$ cat src/sv/sct_pkg.sv
// shared types and constants of the sparse coordinate table
package sct_pkg;

    // table geometry
    localparam int TABLE_ENTRIES = 1024;
    localparam int ADDR_W        = $clog2(TABLE_ENTRIES);
    localparam int CNT_W         = ADDR_W + 1;
    localparam int INDEX_W       = 10;
    localparam int VALUE_W       = 32;
    localparam int DIM_W         = 11;
    localparam int APB_ADDR_W    = 3;

    // reset value of the dimension registers
    localparam logic [DIM_W-1:0] DIM_RESET = DIM_W'(1024);

    // operation codes
    localparam logic [1:0] OP_SET = 2'd0;
    localparam logic [1:0] OP_GET = 2'd1;
    localparam logic [1:0] OP_ACC = 2'd2;
    localparam logic [1:0] OP_NOP = 2'd3;

    // status codes
    localparam logic [1:0] ST_OK      = 2'd0;
    localparam logic [1:0] ST_RANGE   = 2'd1;
    localparam logic [1:0] ST_MISSING = 2'd2;
    localparam logic [1:0] ST_FULL    = 2'd3;

    // register index, taken from paddr bit 2
    localparam logic REG_ROW_COUNT    = 1'b0;
    localparam logic REG_COLUMN_COUNT = 1'b1;

    // one stored entry
    typedef struct packed {
        logic [INDEX_W-1:0]        row;
        logic [INDEX_W-1:0]        col;
        logic signed [VALUE_W-1:0] value;
    } entry_t;

    // request from the sequencer to the entry memory
    typedef struct packed {
        logic              wr_en;
        logic [ADDR_W-1:0] wr_addr;
        entry_t            wr_data;
        logic              rd_en;
        logic [ADDR_W-1:0] rd_addr;
    } mem_req_t;

    // one result item
    typedef struct packed {
        logic signed [VALUE_W-1:0] value_out;
        logic [1:0]                status;
    } result_t;

endpackage

$ cat src/sv/sct_scan_seq.sv
// sequencer: range check, linear scan with one shared comparator, update and append
module sct_scan_seq (
    input  logic                               aclk,
    input  logic                               aresetn,
    input  logic                               in_valid,
    output logic                               in_ready,
    input  logic [1:0]                         in_op,
    input  logic [sct_pkg::INDEX_W-1:0]        in_row,
    input  logic [sct_pkg::INDEX_W-1:0]        in_col,
    input  logic signed [sct_pkg::VALUE_W-1:0] in_value,
    input  logic [sct_pkg::DIM_W-1:0]          row_count,
    input  logic [sct_pkg::DIM_W-1:0]          column_count,
    output sct_pkg::mem_req_t                  mem_req,
    input  sct_pkg::entry_t                    mem_rdata,
    output logic                               res_valid,
    input  logic                               res_ready,
    output sct_pkg::result_t                   res
);
    import sct_pkg::*;

    typedef enum logic [2:0] {
        S_IDLE,
        S_SCAN,
        S_HIT,
        S_MISS,
        S_RESP
    } state_t;

    state_t             state_reg, state_next;
    logic [CNT_W-1:0]   count_reg, count_next;
    logic [CNT_W-1:0]   ptr_reg, ptr_next;
    logic               pend_reg, pend_next;

    logic [1:0]                op_reg, op_next;
    logic [INDEX_W-1:0]        key_row_reg, key_row_next;
    logic [INDEX_W-1:0]        key_col_reg, key_col_next;
    logic signed [VALUE_W-1:0] val_reg, val_next;
    logic [ADDR_W-1:0]         pend_idx_reg, pend_idx_next;
    logic [ADDR_W-1:0]         hit_idx_reg, hit_idx_next;
    logic signed [VALUE_W-1:0] hit_val_reg, hit_val_next;
    logic signed [VALUE_W-1:0] res_value_reg, res_value_next;
    logic [1:0]                res_status_reg, res_status_next;

    logic in_range;
    logic key_match;

    // coordinate check against the configured dimensions
    assign in_range = ({1'b0, in_row} < row_count) && ({1'b0, in_col} < column_count);

    // shared comparator on the registered read data
    assign key_match = (mem_rdata.row == key_row_reg) && (mem_rdata.col == key_col_reg);

    // next state and memory requests
    always_comb begin
        state_next      = state_reg;
        count_next      = count_reg;
        ptr_next        = ptr_reg;
        pend_next       = pend_reg;
        op_next         = op_reg;
        key_row_next    = key_row_reg;
        key_col_next    = key_col_reg;
        val_next        = val_reg;
        pend_idx_next   = pend_idx_reg;
        hit_idx_next    = hit_idx_reg;
        hit_val_next    = hit_val_reg;
        res_value_next  = res_value_reg;
        res_status_next = res_status_reg;
        mem_req         = '0;

        unique case (state_reg)
            S_IDLE: begin
                if (in_valid) begin
                    op_next        = in_op;
                    key_row_next   = in_row;
                    key_col_next   = in_col;
                    val_next       = in_value;
                    res_value_next = '0;
                    if (in_op == OP_NOP) begin
                        res_status_next = ST_OK;
                        state_next      = S_RESP;
                    end else if (!in_range) begin
                        res_status_next = ST_RANGE;
                        state_next      = S_RESP;
                    end else begin
                        ptr_next   = '0;
                        pend_next  = 1'b0;
                        state_next = S_SCAN;
                    end
                end
            end
            S_SCAN: begin
                if (pend_reg && key_match) begin
                    hit_idx_next = pend_idx_reg;
                    hit_val_next = mem_rdata.value;
                    pend_next    = 1'b0;
                    state_next   = S_HIT;
                end else if (ptr_reg < count_reg) begin
                    mem_req.rd_en   = 1'b1;
                    mem_req.rd_addr = ptr_reg[ADDR_W-1:0];
                    pend_next       = 1'b1;
                    pend_idx_next   = ptr_reg[ADDR_W-1:0];
                    ptr_next        = ptr_reg + CNT_W'(1);
                end else begin
                    pend_next  = 1'b0;
                    state_next = S_MISS;
                end
            end
            S_HIT: begin
                res_status_next       = ST_OK;
                mem_req.wr_addr       = hit_idx_reg;
                mem_req.wr_data.row   = key_row_reg;
                mem_req.wr_data.col   = key_col_reg;
                unique case (op_reg)
                    OP_GET: begin
                        res_value_next = hit_val_reg;
                    end
                    OP_SET: begin
                        mem_req.wr_en         = 1'b1;
                        mem_req.wr_data.value = val_reg;
                    end
                    OP_ACC: begin
                        mem_req.wr_en         = 1'b1;
                        mem_req.wr_data.value = hit_val_reg + val_reg;
                    end
                    default: begin
                    end
                endcase
                state_next = S_RESP;
            end
            S_MISS: begin
                mem_req.wr_addr       = count_reg[ADDR_W-1:0];
                mem_req.wr_data.row   = key_row_reg;
                mem_req.wr_data.col   = key_col_reg;
                mem_req.wr_data.value = val_reg;
                if (op_reg == OP_GET) begin
                    res_status_next = ST_MISSING;
                end else if (count_reg == CNT_W'(TABLE_ENTRIES)) begin
                    res_status_next = ST_FULL;
                end else begin
                    // append the new entry at the end of the list
                    mem_req.wr_en   = 1'b1;
                    count_next      = count_reg + CNT_W'(1);
                    res_status_next = ST_OK;
                end
                state_next = S_RESP;
            end
            S_RESP: begin
                if (res_ready) begin
                    state_next = S_IDLE;
                end
            end
            default: begin
                state_next = S_IDLE;
            end
        endcase
    end

    // state, counters and the scan tag
    always_ff @(posedge aclk) begin
        if (!aresetn) begin
            state_reg <= S_IDLE;
            count_reg <= '0;
            ptr_reg   <= '0;
            pend_reg  <= 1'b0;
        end else begin
            state_reg <= state_next;
            count_reg <= count_next;
            ptr_reg   <= ptr_next;
            pend_reg  <= pend_next;
        end
    end

    // item payload and result
    always_ff @(posedge aclk) begin
        op_reg         <= op_next;
        key_row_reg    <= key_row_next;
        key_col_reg    <= key_col_next;
        val_reg        <= val_next;
        pend_idx_reg   <= pend_idx_next;
        hit_idx_reg    <= hit_idx_next;
        hit_val_reg    <= hit_val_next;
        res_value_reg  <= res_value_next;
        res_status_reg <= res_status_next;
    end

    assign in_ready      = (state_reg == S_IDLE);
    assign res_valid     = (state_reg == S_RESP);
    assign res.value_out = res_value_reg;
    assign res.status    = res_status_reg;

endmodule

$ cat config.mk
export PLATFORM = sky130hd
export DESIGN_NAME = sct_scan_seq
export DESIGN_NICKNAME = d
export VERILOG_FILES = /design/src/sv/sct_pkg.sv /design/src/sv/sct_scan_seq.sv
export SDC_FILE = /design/constraint.sdc
export NUM_CORES = 1
export LEC_CHECK = 0
export BUFFER_PORTS_ARGS = -buffer_cell sky130_fd_sc_hd__buf_2
export CORE_ASPECT_RATIO = 1.4
export CORE_MARGIN = 5
export CORE_UTILIZATION = 58
export DETAILED_ROUTE_END_ITERATION = 10
export MAX_ROUTING_LAYER = met4
export PLACE_DENSITY_LB_ADDON = 0.05
export SYNTH_ARGS = -nofsm -noshare
export SYNTH_HDL_FRONTEND = slang
export SYNTH_SLANG_ARGS = --single-unit
$ cat constraint.sdc
create_clock -name aclk -period 5.95 [get_ports aclk]
set_clock_uncertainty 0.05 [all_clocks]
set_input_delay 0.8925 -clock aclk [delete_from_list [all_inputs] [get_ports aclk]]
set_output_delay 0.8925 -clock aclk [all_outputs]
set_load 0.005 [all_outputs]
==> results.cfg <==
[job]
max_cap_viol_count = 0

[placed_design]
gp_congestion = 0.863
post-place-cells = 1203
post-dp-hpwl_um = 17100
portBuffers = 241

[sta]
fin_crit_ns = 4.65
fin_crit_sh_pct = 78.1
setup_tns_ns = 0
setup_viol = 0
tightest_slew_ns = 1.12
max-slew-margin-rel_pct = 25.0
hold_viol_final = 0
rsz0062_at_grt = no
slew_violations = 0
fmax_mhz = 215

[finish]
drive_gt1_share_pct = 28.6
multiInputGateArea_um2 = 4020
final_nets = 1221
area_delta_synth_final_pct = 22.4
fillers = 1161
fin_cells = 1239
seq_area_um2 = 4720

[clock_tree]
hold_buffers = 0
cts_setup_buffers = 0
clock_latency_ns = 0.42
cts_max_path_buffers = 2
clock-sinks = 166
htree_levels = 4
cts-root-buf = clkbuf_16
clk_pin_slew_worst_paths_ns = 0.07
cts-resized-gates = 0
cts_made_buffers = 17
cts_tree = done

[floorplanning]
core-area_um2 = 15400
die_area_um2 = 18200
io_pins = 242
fp.dieW_um = 115
rows = 54
initial_utilization_pct = 58.5
die_y_um = 157

[power_and_ir_drop]
p_leak_nw = 4.81
p_comb_share_pct = 18.8
p_clk_share_pct = 34.7
power.density_nw_per_um2 = 281
p_sw_uw = 866
p_seq_share_pct = 46.4
power.internal_mw = 2.23
peakVddDrop_uv = 191
swShare_pct = 27.9

[critical_path]
required_ns = 5.01
path_cells = ha_1 > a2111o_1 > a2111oi_2 > a211o_1 > o311ai_1 > a31o_2 > a31o_2 > a21oi_1 > xnor2_1 > mux2i_1 > a21o_1 > buf_2
cp.arrival_ns = 3.71
start_kind = register
crit_buf_inv = 1
worstPathMaxFanout = 5
cpPeakStageDelay_ns = 0.47
crit_path_top_delay_cell = a2111o_1
critPathTopFamily = compound AO/OA/AOI/OAI gates
crit_type = register to primary output
crit_path_end_kind = primary output
cp_common_cell = a31o_2

[outcome]
status = complete, no violations

[drt]
finalWirelength_um = 22900
drt.antenna.violating_nets = 0
drc = 0
first_pass_iters = 4
vias = 7014
wl_per_cell_um = 18.5
viasPerCell = 5.66
drt_iter0_drc = 411

[grt]
grt_overflow = 0
grt_max_degree = 57
grt_pass1_vias = 7218
grt_pass1_wl_um = 36200
grt_use_total_pct = 26.5
grt_antenna_before_repair = 4

[synthesis]
synth_seq_area_share_pct = 52.4
synth_warnings = 0
synth_area_leader_cell = edfxtp_1
avgSynthCellArea_um2 = 11.5
synth-main-ff-cell = edfxtp_1
synth_area_leaders = edfxtp_1 (47%), ha_1 (8.6%), dfxtp_1 (5.8%)
syn_area_um2 = 9010
synth_nets = 980
synth_cell_type_count = 64
ys_ff_latch = 166
synth_commonest_cells = edfxtp_1 (140), ha_1 (62), inv_1 (50)
synthCells = 785
synth.top_cell.area_share_pct = 46.7
synth-edff-count = 140
yosysMostFrequentCell = edfxtp_1
async_flop_share_pct = 0

[min_path]
hp-class = register to register
## cell usage in the layout, fill, tap and decap left out, types with 5 or more instances in the layout
master and instances:
buf_2 241, edfxtp_1 140, ha_1 62, inv_1 50
xnor2_1 46, and2_1 39, and3_1 34, a21oi_1 32
nor2_1 32, nand2_1 30, a22o_1 27, dfxtp_1 26
a21o_1 21, o21ai_0 20, nand3_1 17, clkbuf_16 17
mux2i_1 15, nand4_1 14, nor2b_1 14, nand2b_1 13
nor3_1 11, a31oi_1 11, or3_1 10, o21a_1 10
buf_4 8, xor2_1 7, nor4_1 5
## power groups by stage
stage / clock, mW / sequential [mW] / combinational [mW]
after floorplan: 0 / 1.45 / 0.373
after global placement: 0 / 1.46 / 0.575
after detailed placement: 0 / 1.46 / 0.583
after CTS: 1.10 / 1.44 / 0.587
after global routing: 1.15 / 1.45 / 0.647
final: 1.08 / 1.44 / 0.583
## cell type report
cell class,count,area share [%]
Timing Repair Buffer,249,11.5
Multi-Input combinational cell,542,36.4
Sequential cell,166,42.8
Clock buffer,18,3.98
Tap cell,196,2.22
Clock inverter,14,1.27
Antenna cell,4,0.0907
Inverter,50,1.70
## per-stage QoR
step,hold WS [ns],util [%],area (µm²),power [mW],setup slack [ns]
final,0.369,71.6,11000,3.10,1.30
after global placement,0.350,67.8,10400,2.04,1.82
after CTS,0.371,71.5,11000,3.12,1.30
after floorplan,0.350,-,9010,1.82,2.17
after global routing,0.388,71.6,11000,3.25,1.04
after detailed placement,0.355,67.8,10400,2.05,1.76
## worst register-to-register path, stage by stage (launching register included)
cell and delay [ns]:
dfxtp_1 0.91, inv_1 0.49, or3_1 0.55, nor2b_1 0.22, nand2_1 0.12, a311oi_4 0.26
buf_4 0.32, nor2b_2 0.19, or4_1 0.42, a21oi_1 0.15
## final timing paths
path,from,end,slack (ns),cells after the start
hold / removal,pend_idx_reg[5],hit_idx_reg[5],0.37,0
hold reg to reg,pend_idx_reg[5],hit_idx_reg[5],0.37,0
setup / recovery,val_reg[8],mem_req[42],1.30,12
setup reg to reg,state_reg[0],ptr_reg[4],2.21,9
## cell families after synthesis
| kind of cell | share of synthesized area [%] |
|---|---|
| xor gates and xnor gates | 5.15 |
| DFF | 52.4 |
| AOI/OAI and AO/OA | 14.0 |
| buffers and inverters | 3.36 |
| muxes | 1.67 |
| adders and majority gates | 8.83 |
| and+or+nand+nor | 14.6 |
## per-layer routing
layer | part of all wire [%] | GRT usage [%] | vias to the layer above | routed length, µm
met3 | 6.7 | 5.50 | 52 | 1530
met5 | 0 | - | - | 0
met1 | 37 | 29.1 | 3289 | 8500
met2 | 53 | 47.0 | 245 | 12200
met4 | 2.9 | 9.73 | 0 | 675
li1 | - | - | 3428 | -
Note: power is estimated with default switching activity, not from simulation.
